--- config.mk ---
export PLATFORM = sky130hd
export DESIGN_NAME = hpack_huffman_string_decoder_top
export DESIGN_NICKNAME = d
export VERILOG_FILES = /design/src/hdl/hhd_pkg.sv /design/src/hdl/hhd_front.sv /design/src/hdl/hhd_back.sv /design/src/hdl/hpack_huffman_string_decoder_top.sv
export VERILOG_INCLUDE_DIRS = /design/src /design/src/hdl
export SDC_FILE = /design/constraint.sdc
export NUM_CORES = 1
export LEC_CHECK = 0
export BUFFER_PORTS_ARGS = -buffer_cell sky130_fd_sc_hd__buf_2
export CAP_MARGIN = 30
export CELL_PAD_IN_SITES_DETAIL_PLACEMENT = 1
export CELL_PAD_IN_SITES_GLOBAL_PLACEMENT = 2
export CORE_MARGIN = 2
export CORE_UTILIZATION = 36
export CTS_BUF_LIST = sky130_fd_sc_hd__clkbuf_16
export DETAILED_ROUTE_END_ITERATION = 10
export GPL_TIMING_DRIVEN = 0
export PLACE_DENSITY_LB_ADDON = 0.1
export SYNTH_ARGS = -nofsm -noshare
export SYNTH_HDL_FRONTEND = slang
export SYNTH_SLANG_ARGS = --single-unit
--- constraint.sdc ---
create_clock -name clk -period 6.98 [get_ports clk]
set_clock_uncertainty 0.1 [all_clocks]
set_input_delay 2.094 -clock clk [delete_from_list [all_inputs] [get_ports clk]]
set_output_delay 2.094 -clock clk [all_outputs]
set_load 0.01 [all_outputs]
--- src/hdl/hpack_huffman_string_decoder_top_macros.svh ---
// Assertion macros for the HPACK Huffman string decoder.
`ifndef HPACK_HUFFMAN_STRING_DECODER_TOP_MACROS_SVH
`define HPACK_HUFFMAN_STRING_DECODER_TOP_MACROS_SVH

// Same-cycle implication, checked out of reset.
`define HHD_ASSERT_IMPLY(name, ante, cons, msg) \
    name: assert property (@(posedge clk) disable iff (!rst_n) (ante) |-> (cons)) \
        else $error(msg);

// Next-cycle implication, checked out of reset.
`define HHD_ASSERT_NEXT(name, ante, cons, msg) \
    name: assert property (@(posedge clk) disable iff (!rst_n) (ante) |=> (cons)) \
        else $error(msg);

`endif

--- src/hdl/hhd_pkg.sv ---
// Types, code tables and lookup functions for the HPACK Huffman decoder.
package hhd_pkg;

    localparam int NSYM     = 257;
    localparam int EOS_SYM  = 256;
    localparam int MAX_LEN  = 30;
    localparam int SYM_W    = 9;
    localparam int PEND_W   = 37;

    localparam logic [1:0] ST_OK   = 2'd0;
    localparam logic [1:0] ST_CODE = 2'd1;
    localparam logic [1:0] ST_PAD  = 2'd2;

    typedef struct packed {
        logic [7:0] code_byte;
        logic       string_end;
    } code_req_t;

    typedef struct packed {
        logic [7:0] symbol;
        logic       symbol_valid;
        logic [1:0] status;
        logic       done_res;
    } sym_res_t;

    // head of the front queue as seen by the back end
    typedef struct packed {
        logic      valid;
        code_req_t req;
    } q_head_t;

    localparam logic [4:0] CODE_LEN [NSYM] = '{
        5'd13,5'd23,5'd28,5'd28,5'd28,5'd28,5'd28,5'd28,
        5'd28,5'd24,5'd30,5'd28,5'd28,5'd30,5'd28,5'd28,
        5'd28,5'd28,5'd28,5'd28,5'd28,5'd28,5'd30,5'd28,
        5'd28,5'd28,5'd28,5'd28,5'd28,5'd28,5'd28,5'd28,
        5'd6, 5'd10,5'd10,5'd12,5'd13,5'd6, 5'd8, 5'd11,
        5'd10,5'd10,5'd8, 5'd11,5'd8, 5'd6, 5'd6, 5'd6,
        5'd5, 5'd5, 5'd5, 5'd6, 5'd6, 5'd6, 5'd6, 5'd6,
        5'd6, 5'd6, 5'd7, 5'd8, 5'd15,5'd6, 5'd12,5'd10,
        5'd13,5'd6, 5'd7, 5'd7, 5'd7, 5'd7, 5'd7, 5'd7,
        5'd7, 5'd7, 5'd7, 5'd7, 5'd7, 5'd7, 5'd7, 5'd7,
        5'd7, 5'd7, 5'd7, 5'd7, 5'd7, 5'd7, 5'd7, 5'd7,
        5'd8, 5'd7, 5'd8, 5'd13,5'd19,5'd13,5'd14,5'd6,
        5'd15,5'd5, 5'd6, 5'd5, 5'd6, 5'd5, 5'd6, 5'd6,
        5'd6, 5'd5, 5'd7, 5'd7, 5'd6, 5'd6, 5'd6, 5'd5,
        5'd6, 5'd7, 5'd6, 5'd5, 5'd5, 5'd6, 5'd7, 5'd7,
        5'd7, 5'd7, 5'd7, 5'd15,5'd11,5'd14,5'd13,5'd28,
        5'd20,5'd22,5'd20,5'd20,5'd22,5'd22,5'd22,5'd23,
        5'd22,5'd23,5'd23,5'd23,5'd23,5'd23,5'd24,5'd23,
        5'd24,5'd24,5'd22,5'd23,5'd24,5'd23,5'd23,5'd23,
        5'd23,5'd21,5'd22,5'd23,5'd22,5'd23,5'd23,5'd24,
        5'd22,5'd21,5'd20,5'd22,5'd22,5'd23,5'd23,5'd21,
        5'd23,5'd22,5'd22,5'd24,5'd21,5'd22,5'd23,5'd23,
        5'd21,5'd21,5'd22,5'd21,5'd23,5'd22,5'd23,5'd23,
        5'd20,5'd22,5'd22,5'd22,5'd23,5'd22,5'd22,5'd23,
        5'd26,5'd26,5'd20,5'd19,5'd22,5'd23,5'd22,5'd25,
        5'd26,5'd26,5'd26,5'd27,5'd27,5'd26,5'd24,5'd25,
        5'd19,5'd21,5'd26,5'd27,5'd27,5'd26,5'd27,5'd24,
        5'd21,5'd21,5'd26,5'd26,5'd28,5'd27,5'd27,5'd27,
        5'd20,5'd24,5'd20,5'd21,5'd22,5'd21,5'd21,5'd23,
        5'd22,5'd22,5'd25,5'd25,5'd24,5'd24,5'd26,5'd23,
        5'd26,5'd27,5'd26,5'd26,5'd27,5'd27,5'd27,5'd27,
        5'd27,5'd28,5'd27,5'd27,5'd27,5'd27,5'd27,5'd26,
        5'd30
    };

    // per-length symbol counts, 9 bits per length 0..MAX_LEN
    function automatic logic [(MAX_LEN+1)*SYM_W-1:0] build_count();
        logic [(MAX_LEN+1)*SYM_W-1:0] r;
        int c;
        r = '0;
        for (int l = 1; l <= MAX_LEN; l++)
        begin
            c = 0;
            for (int s = 0; s < NSYM; s++)
                if (int'(CODE_LEN[s]) == l)
                    c++;
            r[l*SYM_W +: SYM_W] = SYM_W'(c);
        end
        return r;
    endfunction

    localparam logic [(MAX_LEN+1)*SYM_W-1:0] COUNT_TAB = build_count();

    function automatic logic [(MAX_LEN+1)*MAX_LEN-1:0] build_first();
        logic [(MAX_LEN+1)*MAX_LEN-1:0] r;
        longint code;
        r = '0;
        code = 0;
        for (int l = 1; l <= MAX_LEN; l++)
        begin
            code = (code + ((l == 1) ? 0 : longint'(COUNT_TAB[(l-1)*SYM_W +: SYM_W]))) << 1;
            r[l*MAX_LEN +: MAX_LEN] = MAX_LEN'(code);
        end
        return r;
    endfunction

    function automatic logic [(MAX_LEN+1)*SYM_W-1:0] build_offset();
        logic [(MAX_LEN+1)*SYM_W-1:0] r;
        int pos;
        r = '0;
        pos = 0;
        for (int l = 1; l <= MAX_LEN; l++)
        begin
            r[l*SYM_W +: SYM_W] = SYM_W'(pos);
            pos = pos + int'(COUNT_TAB[l*SYM_W +: SYM_W]);
        end
        return r;
    endfunction

    // symbols in canonical order: by length, then by value
    function automatic logic [NSYM*SYM_W-1:0] build_sorted();
        logic [NSYM*SYM_W-1:0] r;
        int pos;
        r = '0;
        pos = 0;
        for (int l = 1; l <= MAX_LEN; l++)
            for (int s = 0; s < NSYM; s++)
                if (int'(CODE_LEN[s]) == l)
                begin
                    r[pos*SYM_W +: SYM_W] = SYM_W'(s);
                    pos++;
                end
        return r;
    endfunction

    localparam logic [(MAX_LEN+1)*MAX_LEN-1:0] FIRST_TAB  = build_first();
    localparam logic [(MAX_LEN+1)*SYM_W-1:0]   OFFSET_TAB = build_offset();
    localparam logic [NSYM*SYM_W-1:0]          SORTED_TAB = build_sorted();

    function automatic logic [MAX_LEN-1:0] first_code(logic [4:0] l);
        return FIRST_TAB[int'(l)*MAX_LEN +: MAX_LEN];
    endfunction

    function automatic logic [SYM_W-1:0] len_count(logic [4:0] l);
        return COUNT_TAB[int'(l)*SYM_W +: SYM_W];
    endfunction

    function automatic logic [SYM_W-1:0] len_offset(logic [4:0] l);
        return OFFSET_TAB[int'(l)*SYM_W +: SYM_W];
    endfunction

    function automatic logic [SYM_W-1:0] sorted_sym(logic [SYM_W-1:0] idx);
        return SORTED_TAB[int'(idx)*SYM_W +: SYM_W];
    endfunction

endpackage

--- src/hdl/hhd_front.sv ---
// Front end: accepts code bytes into a two-entry queue.
module hhd_front (
    input  logic               clk,
    input  logic               rst_n,
    input  logic               code_valid,
    output logic               code_stall,
    input  hhd_pkg::code_req_t code_req,
    output hhd_pkg::q_head_t   q_head,
    input  logic               q_pop
);

    hhd_pkg::code_req_t slot_reg [2];
    logic [1:0] cnt_reg, cnt_next;
    logic       rd_reg, rd_next;
    logic       wr_reg, wr_next;
    logic       push;
    logic       pop;

    assign code_stall = (cnt_reg == 2'd2);
    assign push = code_valid && !code_stall;
    assign pop  = q_pop && (cnt_reg != 2'd0);

    assign q_head.valid = (cnt_reg != 2'd0);
    assign q_head.req   = slot_reg[rd_reg];

    always_comb
    begin
        rd_next  = pop ? !rd_reg : rd_reg;
        wr_next  = push ? !wr_reg : wr_reg;
        cnt_next = 2'(cnt_reg + {1'b0, push} - {1'b0, pop});
    end

    always_ff @(posedge clk or negedge rst_n)
    begin
        if (!rst_n)
        begin
            cnt_reg <= 2'd0;
            rd_reg  <= 1'b0;
            wr_reg  <= 1'b0;
        end
        else
        begin
            cnt_reg <= cnt_next;
            rd_reg  <= rd_next;
            wr_reg  <= wr_next;
        end
    end

    always_ff @(posedge clk)
    begin
        if (push)
        begin
            slot_reg[wr_reg] <= code_req;
        end
    end

endmodule

--- src/hdl/hhd_back.sv ---
// Back end: bit-serial canonical Huffman walk, bit buffer and result sequencing.
module hhd_back (
    input  logic                clk,
    input  logic                rst_n,
    input  hhd_pkg::q_head_t    q_head,
    output logic                q_pop,
    output logic                res_valid,
    input  logic                res_stall,
    output hhd_pkg::sym_res_t   res
);

    typedef enum logic [2:0] {
        S_IDLE = 3'b001,
        S_WALK = 3'b010,
        S_EMIT = 3'b100
    } state_t;

    state_t            state_reg, state_next;
    logic [36:0]       pend_reg, pend_next;
    logic [5:0]        pcnt_reg, pcnt_next;
    logic [29:0]       code_reg, code_next;
    logic [4:0]        len_reg, len_next;
    logic              err_reg, err_next;
    logic              last_reg, last_next;
    logic [7:0]        sym0_reg, sym0_next;
    logic [7:0]        sym1_reg, sym1_next;
    logic [1:0]        nsym_reg, nsym_next;
    logic              close_reg, close_next;
    logic [1:0]        cstat_reg, cstat_next;
    logic [1:0]        e_reg, e_next;
    logic              rv_reg, rv_next;
    hhd_pkg::sym_res_t res_reg, res_next;

    logic [5:0]        pos;
    logic              nbit;
    logic [29:0]       code_w;
    logic [4:0]        len_w;
    logic [29:0]       fc;
    logic [29:0]       diff;
    logic              hit;
    logic [8:0]        idx;
    logic [8:0]        sym_w;
    logic              go_fin;
    logic              fin_bad;
    logic [5:0]        pcnt_fin;
    logic [1:0]        n_fin;
    logic [6:0]        pad_mask;
    logic              pad_ok;
    logic [1:0]        total;
    logic [1:0]        total_fin;
    logic              slot_free;

    assign res_valid = rv_reg;
    assign res       = res_reg;
    assign q_pop     = (state_reg == S_IDLE) && q_head.valid;
    assign slot_free = !rv_reg || !res_stall;
    assign total     = 2'(nsym_reg + {1'b0, close_reg});

    // one code bit per cycle while in S_WALK, match checked against per-length first code
    always_comb
    begin
        pos    = 6'(pcnt_reg - 6'd1 - {1'b0, len_reg});
        nbit   = pend_reg[pos];
        code_w = {code_reg[28:0], nbit};
        len_w  = 5'(len_reg + 5'd1);
        fc     = hhd_pkg::first_code(len_w);
        diff   = 30'(code_w - fc);
        hit    = (code_w >= fc) && (diff < {21'd0, hhd_pkg::len_count(len_w)});
        idx    = 9'(hhd_pkg::len_offset(len_w) + diff[8:0]);
        sym_w  = hhd_pkg::sorted_sym(idx);
    end

    always_comb
    begin
        state_next = state_reg;
        pend_next  = pend_reg;
        pcnt_next  = pcnt_reg;
        code_next  = code_reg;
        len_next   = len_reg;
        err_next   = err_reg;
        last_next  = last_reg;
        sym0_next  = sym0_reg;
        sym1_next  = sym1_reg;
        nsym_next  = nsym_reg;
        close_next = close_reg;
        cstat_next = cstat_reg;
        e_next     = e_reg;
        rv_next    = (rv_reg && !res_stall) ? 1'b0 : rv_reg;
        res_next   = res_reg;
        go_fin     = 1'b0;
        fin_bad    = 1'b0;
        pcnt_fin   = pcnt_reg;
        n_fin      = nsym_reg;
        pad_mask   = 7'd0;
        pad_ok     = 1'b0;
        total_fin  = 2'd0;

        unique case (state_reg)
            S_IDLE:
            begin
                if (q_head.valid)
                begin
                    if (err_reg)
                    begin
                        // string already failed: swallow bytes until its end
                        if (q_head.req.string_end)
                            err_next = 1'b0;
                    end
                    else
                    begin
                        pend_next  = {pend_reg[28:0], q_head.req.code_byte};
                        pcnt_next  = 6'(pcnt_reg + 6'd8);
                        last_next  = q_head.req.string_end;
                        nsym_next  = 2'd0;
                        state_next = S_WALK;
                    end
                end
            end
            S_WALK:
            begin
                if ({1'b0, len_reg} == pcnt_reg)
                begin
                    go_fin = 1'b1;
                end
                else if (hit)
                begin
                    if (sym_w == 9'(hhd_pkg::EOS_SYM))
                    begin
                        go_fin  = 1'b1;
                        fin_bad = 1'b1;
                    end
                    else
                    begin
                        if (nsym_reg == 2'd0)
                            sym0_next = sym_w[7:0];
                        else
                            sym1_next = sym_w[7:0];
                        n_fin     = 2'(nsym_reg + 2'd1);
                        nsym_next = n_fin;
                        pcnt_fin  = 6'(pcnt_reg - {1'b0, len_w});
                        pcnt_next = pcnt_fin;
                        code_next = 30'd0;
                        len_next  = 5'd0;
                        go_fin    = (n_fin == 2'd2);
                    end
                end
                else if (len_w == 5'(hhd_pkg::MAX_LEN))
                begin
                    go_fin  = 1'b1;
                    fin_bad = 1'b1;
                end
                else
                begin
                    code_next = code_w;
                    len_next  = len_w;
                end

                if (go_fin)
                begin
                    pad_mask = 7'((8'd1 << pcnt_fin[2:0]) - 8'd1);
                    pad_ok   = (pcnt_fin <= 6'd7) && ((pend_reg[6:0] | ~pad_mask) == 7'h7f);
                    if (fin_bad || last_reg)
                    begin
                        close_next = 1'b1;
                        cstat_next = fin_bad ? hhd_pkg::ST_CODE
                                   : (pad_ok ? hhd_pkg::ST_OK : hhd_pkg::ST_PAD);
                        pend_next  = '0;
                        pcnt_next  = 6'd0;
                        code_next  = 30'd0;
                        len_next   = 5'd0;
                        if (fin_bad)
                            err_next = !last_reg;
                    end
                    else
                    begin
                        close_next = 1'b0;
                    end
                    total_fin  = 2'(n_fin + {1'b0, close_next});
                    e_next     = 2'd0;
                    state_next = (total_fin == 2'd0) ? S_IDLE : S_EMIT;
                end
            end
            S_EMIT:
            begin
                if (slot_free)
                begin
                    rv_next = 1'b1;
                    if (e_reg < nsym_reg)
                    begin
                        res_next.symbol       = e_reg[0] ? sym1_reg : sym0_reg;
                        res_next.symbol_valid = 1'b1;
                        res_next.status       = hhd_pkg::ST_OK;
                        res_next.done_res     = (2'(e_reg + 2'd1) == nsym_reg) && !close_reg;
                    end
                    else
                    begin
                        res_next.symbol       = 8'd0;
                        res_next.symbol_valid = 1'b0;
                        res_next.status       = cstat_reg;
                        res_next.done_res     = 1'b1;
                    end
                    e_next = 2'(e_reg + 2'd1);
                    if (2'(e_reg + 2'd1) == total)
                        state_next = S_IDLE;
                end
            end
            default:
            begin
                state_next = S_IDLE;
            end
        endcase
    end

    always_ff @(posedge clk or negedge rst_n)
    begin
        if (!rst_n)
        begin
            state_reg <= S_IDLE;
            pend_reg  <= '0;
            pcnt_reg  <= 6'd0;
            code_reg  <= 30'd0;
            len_reg   <= 5'd0;
            err_reg   <= 1'b0;
            last_reg  <= 1'b0;
            nsym_reg  <= 2'd0;
            close_reg <= 1'b0;
            cstat_reg <= hhd_pkg::ST_OK;
            e_reg     <= 2'd0;
            rv_reg    <= 1'b0;
        end
        else
        begin
            state_reg <= state_next;
            pend_reg  <= pend_next;
            pcnt_reg  <= pcnt_next;
            code_reg  <= code_next;
            len_reg   <= len_next;
            err_reg   <= err_next;
            last_reg  <= last_next;
            nsym_reg  <= nsym_next;
            close_reg <= close_next;
            cstat_reg <= cstat_next;
            e_reg     <= e_next;
            rv_reg    <= rv_next;
        end
    end

    always_ff @(posedge clk)
    begin
        sym0_reg <= sym0_next;
        sym1_reg <= sym1_next;
        res_reg  <= res_next;
    end

endmodule

--- src/hdl/hpack_huffman_string_decoder_top.sv ---
// Top level of the HPACK Huffman string decoder.
//
//  channel   | valid       | stall       | payload
//  ----------+-------------+-------------+------------------------------
//  code in   | code_valid  | code_stall  | code_req  (code_byte, string_end)
//  result    | res_valid   | res_stall   | res (symbol, symbol_valid, status, done_res)
//
// A byte is loaded into the bit buffer and walked one code bit per cycle, with a closing
// step when the walk runs out of buffered bits, and results go out one per cycle while
// res_stall is low; the bit-serial table walk in the back end sets this.
// A two-entry request queue lets bytes arrive while the back end is busy.
// Reset clears the bit buffer, the error flag, the request queue and the result valid flag.
// A stalled result holds in the output register and pauses the back end only.
`include "hpack_huffman_string_decoder_top_macros.svh"

module hpack_huffman_string_decoder_top (
    input  logic               clk,
    input  logic               rst_n,
    input  logic               code_valid,
    output logic               code_stall,
    input  hhd_pkg::code_req_t code_req,
    output logic               res_valid,
    input  logic               res_stall,
    output hhd_pkg::sym_res_t  res
);

    hhd_pkg::q_head_t q_head;
    logic             q_pop;

    hhd_front u_front (
        .clk        (clk),
        .rst_n      (rst_n),
        .code_valid (code_valid),
        .code_stall (code_stall),
        .code_req   (code_req),
        .q_head     (q_head),
        .q_pop      (q_pop)
    );

    hhd_back u_back (
        .clk        (clk),
        .rst_n      (rst_n),
        .q_head     (q_head),
        .q_pop      (q_pop),
        .res_valid  (res_valid),
        .res_stall  (res_stall),
        .res        (res)
    );

    `HHD_ASSERT_IMPLY(a_err_closes,
        res_valid && (res.status != hhd_pkg::ST_OK),
        res.done_res && !res.symbol_valid,
        "error result must close without a symbol")
    `HHD_ASSERT_IMPLY(a_sym_ok,
        res_valid && res.symbol_valid,
        res.status == hhd_pkg::ST_OK,
        "symbol result with nonzero status")
    `HHD_ASSERT_NEXT(a_burst,
        res_valid && !res_stall && res.symbol_valid && !res.done_res,
        res_valid,
        "result burst broken before its closing result")

endmodule
==> reports/metrics.cfg, run 1 <==
[synth]
synth_top_area_share = 0.194
ys_ff_latch = 140
synth_cell_types = 86
avgSynthCellArea_um2 = 8.35
synthArstFlopShare = 0.671
syn-num-nets = 1533
ys_warn_count = 0
synth_top_cell_by_area = dfrtp_1
syn-instance-count = 1435
ys.flop_type = dfrtp_1
yosysSeqAreaShare = 0.312
synthTopCellsByArea = dfrtp_1 (19%), edfxtp_1 (12%), ha_1 (8.7%)
synth_edf_count = 46
synth_area_um2 = 12000

[worst_setup_path]
critPathCaptureType = flip-flop
crit_chain = clkbuf_8 > clkinvlp_4 > ha_1 > fa_1 > buf_8 > mux4_2 > mux2_2 > or3_1 > mux2i_1 > o41a_1 > buf_4 > inv_1 > ha_1 > a21oi_2 > o211ai_1 > or2_4 > xnor2_2 > clkbuf_1 > clkbuf_2 > o211ai_1 > o311ai_0 > a21oi_1 > nor3_1
crit_start = u_back.len_reg[0]
path_class = reg -> reg
cp.arrival_ns = 6.92
cp_slowest_cell = fa_1
cp_data_required_time_ns = 7.09
crit-reg2reg-launch = u_back.len_reg[0]
crit_fanout = 10
startpoint_type = flip-flop
slowest_delay_ns = 0.57

[floorplan]
dieArea_um2 = 34800
dieWidth_um = 186
coreArea_um2 = 32700
rows = 66
initial_utilization = 0.367
dieHeight_um = 186
io_pins = 27

[finish]
fin_nets = 1605
final_area_um2 = 14000
fillers = 3908
largest_reg_flops = 37
syn_to_final_growth_pct = 16.8
drive_above_1_share = 0.158
num_antenna_cells = 0

[route]
via_per_inst = 6.26
ant_nets = 0
drt_iter0_markers = 1123
drcViolationCount = 0
vias = 12283
wire_per_inst_um = 24.9
wl_mm = 48.9
firstDrtPassIters = 5

[cts]
clk_latency_ns = 0.44
cts_made_buffers = 17
cts_num_sinks = 140
path_clk_slew_ns = 0.06
cts_tree = built
root_buffer = clkbuf_16
htree_levels = 4
clockBufferDepth = 2

[global_route]
grt_pass1_wl_mm = 76.0
grt_max_degree = 67
grt_pass1_vias = 12524
overflow = 0
antenna_found_initial = 0
grtUsageTotal = 0.279

[sta]
hold_slack_ns = 0.393
fmax_mhz = 147
timing.setup.tns_ns = 0
slew_violations = 0
period_share = 0.975
finalHoldViolCount = 0
worstMarginPinSlew_ns = 0.954
timing.final.crit_period_ns = 6.81
rsz0062_at_grt = yes
setup_viol = 0
relSlewSlack = 0.362

[place]
hpwl_mm = 35.6
port_buffers = 26
placed_area_um2 = 12700
gp_congestion = 0.953

[worst_hold_path]
min_from = u_front.wr_reg
hold_path_class = reg -> reg

[run]
cap_viol_max_count = 0

[outcome]
status = complete, no violations

## synth_stat cells (all sizes together), types with 10 or more instances
| cell | n |
|---|---|
| xor2 | 17 |
| nand4 | 13 |
| a211oi | 23 |
| o22ai | 18 |
| ha | 83 |
| o211ai | 30 |
| o21a | 10 |
| clkbuf | 89 |
| a21oi | 136 |
| xnor2 | 27 |
| nand2 | 138 |
| a22o | 64 |
| a21o | 22 |
| nand2b | 10 |
| o21ai | 104 |
| buf | 19 |
| and3 | 10 |
| mux2i | 27 |
| a311oi | 12 |
| inv | 50 |
| o311ai | 19 |
| edfxtp | 46 |
| dfrtp | 93 |
| nor2 | 129 |
| a31oi | 17 |
| nor3 | 32 |
| o2bb2ai | 10 |
| nand3 | 41 |
## repair_timing
item | 4_1_cts | 5_1_grt
resized for setup | 114 | 66
setup endpoints to repair | 120 | 103
pin swaps | 11 | 9
setup buffers | 24 | 7
hold buffers | 0 | 0
gates cloned | 0 | 0
## final timing paths
path                                       to  slack, ns  cells after the start
max                        u_back.sym0_reg[1]       0.17                     23
min                            u_front.wr_reg       0.39                      1
max reg2reg                u_back.sym0_reg[1]       0.17                     23
min reg2reg                    u_front.wr_reg       0.39                      1
max in group asynchronous   u_back.len_reg[0]       4.48                      2
min in group asynchronous     u_back.e_reg[1]       1.54                      1
## cells in the final DEF (no fill, tap or decap), drive strengths merged, types with 30 or more instances in the layout
cell type,n
a21oi,136
a22o,64
buf,82
clkbuf,96
dfrtp,93
edfxtp,46
ha,83
inv,50
nand2,138
nand3,41
nor2,129
nor3,32
o211ai,30
o21ai,104
## logic make-up (layout without fill, tap and decap cells)
group | after synthesis | in the layout | synth area share
flops | 140 | 140 | 0.312
xor+xnor | 44 | 44 | 0.0322
simple gates | 423 | 423 | 0.163
fa+ha+maj | 85 | 85 | 0.0900
compound gates | 543 | 543 | 0.306
buf+inv | 160 | 245 | 0.0534
mux | 40 | 40 | 0.0435
## through the flow
step                setup WS [ns]  std cells  utilization
finish                      0.173       1962        0.428
global route              -0.0608       1962        0.428
CTS                        0.0237       1958        0.423
detailed placement          -2.14       1908        0.389
global placement            -2.14       1903        0.387
floorplan                  0.0956       1435            -
## routing by layer
metal / wire length (um) / vias to the layer above / track usage
met1: 22200 / 6106 / 0.379
met4: 1970 / 0 / 0.119
met2: 21900 / 469 / 0.439
li1: - / 5585 / -
met5: 0 / - / 0
met3: 2800 / 123 / 0.0474
## cell type report
| class | instances | area (um2) | share of cell area |
|---|---|---|---|
| buffer | 99 | 528 | 0.0377 |
| timing repair buffer | 62 | 420 | 0.0300 |
| inverter | 52 | 214 | 0.0153 |
| sequential | 140 | 3740 | 0.267 |
| clock inverter | 15 | 134 | 0.00956 |
| multi-input combinational | 1135 | 7990 | 0.571 |
| clock buffer | 17 | 425 | 0.0304 |
| tap | 442 | 553 | 0.0395 |
## critical path: cells and delay by family (launching register included)
kind | cells | cell delay [ns]
buffers and inverters | 7 | 1.62
xor gates and xnor gates | 1 | 0.45
AOI/OAI and AO/OA | 6 | 0.96
adders and majority gates | 3 | 1.04
muxes | 3 | 0.95
DFF | 1 | 0.42
and+or+nand+nor | 3 | 1.02
Power of run 1 is not shown: default switching activity piles up to over one toggle a cycle in this logic, so the estimate is an artifact.
==> run 2, diff against run 1 <==
--- a/config.mk
+++ b/config.mk
@@ -10,11 +10,11 @@
 export CAP_MARGIN = 30
 export CELL_PAD_IN_SITES_DETAIL_PLACEMENT = 1
 export CELL_PAD_IN_SITES_GLOBAL_PLACEMENT = 2
-export CORE_MARGIN = 2
 export CORE_UTILIZATION = 36
 export CTS_BUF_LIST = sky130_fd_sc_hd__clkbuf_16
 export DETAILED_ROUTE_END_ITERATION = 10
 export GPL_TIMING_DRIVEN = 0
+export MAX_ROUTING_LAYER = met4
 export PLACE_DENSITY_LB_ADDON = 0.1
 export SYNTH_ARGS = -nofsm -noshare
 export SYNTH_HDL_FRONTEND = slang
==> run 2 against run 1 <==
Count of clock-buffer cells in the layout unchanged. Design area is 0.34% higher. Die area fell by 2.1%. Flip-flop and latch count is the same. First-iteration DRC count down 4.4%. Worst hold slack better by 0.021 ns. Critical endpoint is now u_back.sym1_reg[0]. Largest cell class unchanged.
==> reports/metrics.cfg, run 2 (same netlist as run 1, synthesis figures left out) <==
[outcome]
status = complete, no violations  ; unchanged

[route]
vias = 12361  ; was 12.3k
drt_iter0_markers = 1074  ; was 1123
wl_mm = 48.7  ; was 48.9 mm
firstDrtPassIters = 5  ; unchanged
via_per_inst = 6.27  ; was 6.26
drcViolationCount = 0  ; unchanged
wire_per_inst_um = 24.7  ; was 24.9 um
ant_nets = 0  ; unchanged

[run]
cap_viol_max_count = 0  ; unchanged

[global_route]
grt_max_degree = 51  ; was 67
antenna_found_initial = 0  ; unchanged
grtUsageTotal = 0.300  ; was 0.279
overflow = 0  ; unchanged
grt_pass1_vias = 12519  ; about the same
grt_pass1_wl_mm = 75.3  ; was 76.0 mm

[finish]
mostFrequentLayoutCells = nand2_1 (134), a21oi_1 (127), nor2_1 (119)  ; was nand2_1 (135), a21oi_1 (127), nor2_1 (118)
syn_to_final_growth_pct = 17.2  ; was 16.8%
largest_reg_flops = 37  ; unchanged
layout_commonest_cell = nand2_1  ; unchanged
drive_above_1_share = 0.161  ; was 0.158
fin_nets = 1615  ; was 1605
num_antenna_cells = 0  ; unchanged

[sta]
setup_viol = 0  ; unchanged
slew_violations = 0  ; unchanged
worstMarginPinSlew_ns = 0.921  ; was 0.954 ns
period_share = 0.984  ; was 0.975
finalWorstSetupSlack_ns = 0.109  ; was 0.173 ns
hold_slack_ns = 0.414  ; was 0.393 ns
timing.final.crit_period_ns = 6.87  ; was 6.81 ns
timing.setup.tns_ns = 0  ; unchanged
fmax_mhz = 146  ; was 147 MHz
finalHoldViolCount = 0  ; unchanged
relSlewSlack = 0.381  ; was 0.362

[place]
dp_slack_ns = -1.92  ; was -2.14 ns
gp_congestion = 0.958  ; was 0.953
port_buffers = 26  ; unchanged
hpwl_mm = 36.0  ; was 35.6 mm

[cts]
cts_hold_buf = 0  ; unchanged
path_clk_slew_ns = 0.06  ; about the same
cts_tree = built  ; unchanged
cts_num_sinks = 140  ; unchanged
clk_latency_ns = 0.44  ; about the same
htree_levels = 4  ; unchanged
cts_made_buffers = 17  ; unchanged
clockBufferDepth = 2  ; unchanged
root_buffer = clkbuf_16  ; unchanged

[worst_setup_path]
startpoint_type = flip-flop  ; unchanged
cp_data_required_time_ns = 6.97  ; was 7.09 ns
path_class = reg -> reg  ; unchanged
critPathCaptureType = flip-flop  ; unchanged
crit_fanout = 10  ; unchanged
cp.arrival_ns = 6.87  ; was 6.92 ns

[floorplan]
dieArea_um2 = 34000  ; was 34800 um2
initial_utilization = 0.367  ; about the same
rows = 66  ; unchanged
io_pins = 27  ; unchanged
dieWidth_um = 184  ; was 186 um
coreArea_um2 = 32600  ; was 32700 um2
dieHeight_um = 184  ; was 186 um

[worst_hold_path]
hold_path_class = reg -> reg  ; unchanged

[run 2: cell count changes in the layout (fill, tap and decap cells not counted), moves of 3 or more]
| cell | change |
|---|---|
| buf_4 | +6 |
| clkbuf_1 | +4 |
| clkinv_1 | -4 |
| clkinvlp_4 | -3 |
| inv_4 | +3 |
[run 2: stage by stage]
stage	std cells	util	instance area [um2]
2_1_floorplan	1435	-	12000
3_3_place_gp	1903	0.388	12700
3_5_place_dp	1909	0.390	12700
4_1_cts	1968	0.426	13900
5_1_grt	1972	0.431	14100
6_report	1972	0.431	14100
[run 2: area by class of cell]
| class | instances | area (um2) |
|---|---|---|
| clock inverter | 15 | 123 |
| fill | 3879 | 18600 |
| sequential | 140 | 3740 |
| clock buffer | 17 | 425 |
| tap | 442 | 553 |
| inverter | 52 | 216 |
| timing repair buffer | 71 | 484 |
| buffer | 100 | 546 |
| multi-input combinational | 1135 | 7970 |
[run 2: repair_timing]
item / in CTS / in global routing
gates resized for setup: 114 / 56
pin swaps: 14 / 15
endpoints found under the setup margin: 120 / 99
cloned: 0 / 0
setup buffers: 33 / 6
[run 2: path summary, 6_finish.rpt]
| path | start | end | slack (ns) | depth (start not counted) |
|---|---|---|---|---|
| max | u_back.len_reg[0] | u_back.sym1_reg[0] | 0.11 | 21 |
| min | u_back.pend_reg[36] | u_back.pend_reg[36] | 0.41 | 1 |
| max reg2reg | u_back.len_reg[0] | u_back.sym1_reg[0] | 0.11 | 21 |
| min reg2reg | u_back.pend_reg[36] | u_back.pend_reg[36] | 0.41 | 1 |
| max in group asynchronous | rst_n | u_back.pend_reg[6] | 4.45 | 2 |
| min in group asynchronous | rst_n | u_back.code_reg[9] | 1.60 | 1 |
[run 2: worst max-delay path, stage by stage (launching register included)]
cell        delay [ns]
dfrtp_2           0.44
clkbuf_8          0.20
clkinvlp_4        0.15
ha_2              0.24
fa_1              0.57
buf_8             0.17
mux4_2            0.51
mux2_2            0.28
or3_1             0.31
mux2i_1           0.14
o41a_1            0.25
inv_1             0.14
ha_1              0.27
xor2_2            0.22
inv_1             0.09
ha_1              0.28
clkbuf_1          0.50
nor2_1            0.24
o311ai_0          0.72
o311ai_0          0.29
o311ai_0          0.19
a311oi_2          0.22
[run 2: routing by layer]
| layer | vias up | part of all wire | wire, um | GRT usage |
|---|---|---|---|---|
| met5 | - | 0 | 0 | - |
| li1 | 5606 | - | - | - |
| met4 | 0 | 0.043 | 2100 | 0.129 |
| met3 | 149 | 0.057 | 2790 | 0.0468 |
| met1 | 6139 | 0.45 | 21800 | 0.395 |
| met2 | 467 | 0.45 | 22000 | 0.457 |
Power of run 2 is left out for the same reason.
==> run 3, diff against run 2 <==
--- a/config.mk
+++ b/config.mk
@@ -10,6 +10,7 @@
 export CAP_MARGIN = 30
 export CELL_PAD_IN_SITES_DETAIL_PLACEMENT = 1
 export CELL_PAD_IN_SITES_GLOBAL_PLACEMENT = 2
+export CORE_MARGIN = 2
 export CORE_UTILIZATION = 36
 export CTS_BUF_LIST = sky130_fd_sc_hd__clkbuf_16
 export DETAILED_ROUTE_END_ITERATION = 10
==> run 3 against run 2 <==
Die area rose by 2.2%. Setup slack got worse by 0.016 ns. Design area about the same. Core utilization is 0.067 points lower. Flip-flop and latch count is the same. Worst hold slack lost 0.010 ns. Final cell count fell by 0.35%. Register-to-register slack got worse by 0.02 ns. Maximum frequency down 0.24%. Count of clock-buffer cells in the layout up 1. Critical endpoint is now u_back.sym0_reg[0]. Highest routed layer unchanged.
==> reports/metrics.cfg, run 3 (same netlist as run 1, synthesis figures left out) <==
[route]
ant_nets = 0  ; unchanged
firstDrtPassIters = 5  ; unchanged
vias = 12332  ; was 12.4k
wire_per_inst_um = 24.7  ; about the same
drcViolationCount = 0  ; unchanged
via_per_inst = 6.28  ; was 6.27
drt_iter0_markers = 1038  ; was 1074
wl_mm = 48.5  ; was 48.7 mm

[finish]
layout_commonest_cell = nand2_1  ; unchanged
final_area_um2 = 14100  ; about the same
mostFrequentLayoutCells = nand2_1 (135), a21oi_1 (127), nor2_1 (118)  ; was nand2_1 (134), a21oi_1 (127), nor2_1 (119)
num_antenna_cells = 0  ; unchanged
drive_above_1_share = 0.164  ; was 0.161
syn_to_final_growth_pct = 17.3  ; was 17.2%
largest_reg_flops = 37  ; unchanged
fin_nets = 1608  ; was 1615
post-route-util = 0.430  ; was 0.431

[run]
cap_viol_max_count = 0  ; unchanged

[cts]
cts_hold_buf = 0  ; unchanged
cts_tree = built  ; unchanged
clk_latency_ns = 0.43  ; was 0.44 ns
clockBufferDepth = 2  ; unchanged
cts_made_buffers = 17  ; unchanged
path_clk_slew_ns = 0.06  ; about the same
htree_levels = 4  ; unchanged
root_buffer = clkbuf_16  ; unchanged
cts_num_sinks = 140  ; unchanged

[sta]
slew_violations = 0  ; unchanged
timing.final.crit_period_ns = 6.89  ; was 6.87 ns
hold_slack_ns = 0.404  ; was 0.414 ns
setup_viol = 0  ; unchanged
finalHoldViolCount = 0  ; unchanged
rsz0062_at_grt = yes
relSlewSlack = 0.410  ; was 0.381
period_share = 0.987  ; was 0.984
fmax_mhz = 145  ; was 146 MHz
worstMarginPinSlew_ns = 0.878  ; was 0.921 ns

[worst_hold_path]
hold_path_class = reg -> reg  ; unchanged

[outcome]
status = complete, no violations  ; unchanged

[worst_setup_path]
crit_fanout = 10  ; unchanged
cp.arrival_ns = 6.97  ; was 6.87 ns
r2r_slack_ns = 0.09  ; was 0.11 ns
critPathCaptureType = flip-flop  ; unchanged
startpoint_type = flip-flop  ; unchanged
cp_data_required_time_ns = 7.07  ; was 6.97 ns
path_class = reg -> reg  ; unchanged

[floorplan]
initial_utilization = 0.367  ; about the same
coreArea_um2 = 32700  ; was 32600 um2
rows = 66  ; unchanged
io_pins = 27  ; unchanged
dieArea_um2 = 34800  ; was 34000 um2
dieHeight_um = 186  ; was 184 um
dieWidth_um = 186  ; was 184 um

[global_route]
overflow = 0  ; unchanged
grt_pass1_vias = 12742  ; was 12.5k
grtUsageTotal = 0.287  ; was 0.300
grt_max_degree = 69  ; was 51
grt_pass1_wl_mm = 75.9  ; was 75.3 mm
antenna_found_initial = 0  ; unchanged

[place]
placed_area_um2 = 12700  ; unchanged
hpwl_mm = 35.6  ; was 36.0 mm
port_buffers = 26  ; unchanged
gp_congestion = 0.968  ; was 0.958

[run 3: layout make-up]
cell class,count,area [um2]
timing repair buffer,67,454
multi-input combinational,1135,7990
fill,3944,18600
sequential,140,3740
inverter,52,216
clock buffer,18,450
clock inverter,14,129
tap,442,553
buffer,97,531
[run 3: worst paths after layout]
| path | startpoint | to | cells past startpoint |
|---|---|---|---|
| setup / recovery | u_back.len_reg[0] | u_back.sym0_reg[0] | 23 |
| hold / removal | u_front.wr_reg | u_front.wr_reg | 1 |
| setup reg to reg | u_back.len_reg[0] | u_back.sym0_reg[0] | 23 |
| hold reg to reg | u_front.wr_reg | u_front.wr_reg | 1 |
| max in group asynchronous | rst_n | u_back.state_reg[0] | 2 |
| min in group asynchronous | rst_n | u_back.res_valid | 1 |
[run 3: per-stage QoR]
step	setup slack [ns]	setup TNS, ns	std cells
after floorplan	0.0956	0	1435
after global placement	-1.94	-170.72	1903
after detailed placement	-1.95	-173.38	1909
after CTS	-0.00444	-0.0136	1960
after global routing	-0.0316	-0.117	1965
final	0.0921	0	1965
[run 3: repair_timing]
action / in CTS / in global routing
gates resized for setup: 109 / 73
pin swaps: 14 / 12
endpoints found under the setup margin: 120 / 111
setup buffers: 26 / 9
[run 3: critical path, cell delays in order, from the launching register on]
cell,delay (ns)
dfrtp_2,0.44
buf_8,0.16
clkinvlp_4,0.12
ha_1,0.26
fa_1,0.58
buf_8,0.17
mux4_2,0.51
mux2_2,0.28
or3_1,0.30
mux2i_1,0.13
o41a_1,0.28
inv_2,0.10
ha_1,0.29
xor2_4,0.20
buf_4,0.18
inv_1,0.06
ha_1,0.26
clkbuf_1,0.54
nor2_1,0.24
o311ai_0,0.54
o311ai_0,0.33
o311ai_0,0.19
a311oi_1,0.16
buf_4,0.20
[run 3: metal layers]
| layer | routed length (um) | part of all wire | vias to the layer above | track usage |
|---|---|---|---|---|
| met2 | 21600 | 0.45 | 480 | 0.435 |
| met4 | 2340 | 0.048 | 0 | 0.135 |
| met3 | 2870 | 0.059 | 158 | 0.0504 |
| met5 | 0 | 0 | - | - |
| met1 | 21600 | 0.45 | 6095 | 0.372 |
| li1 | - | - | 5599 | - |
Power of run 3 is left out for the same reason.
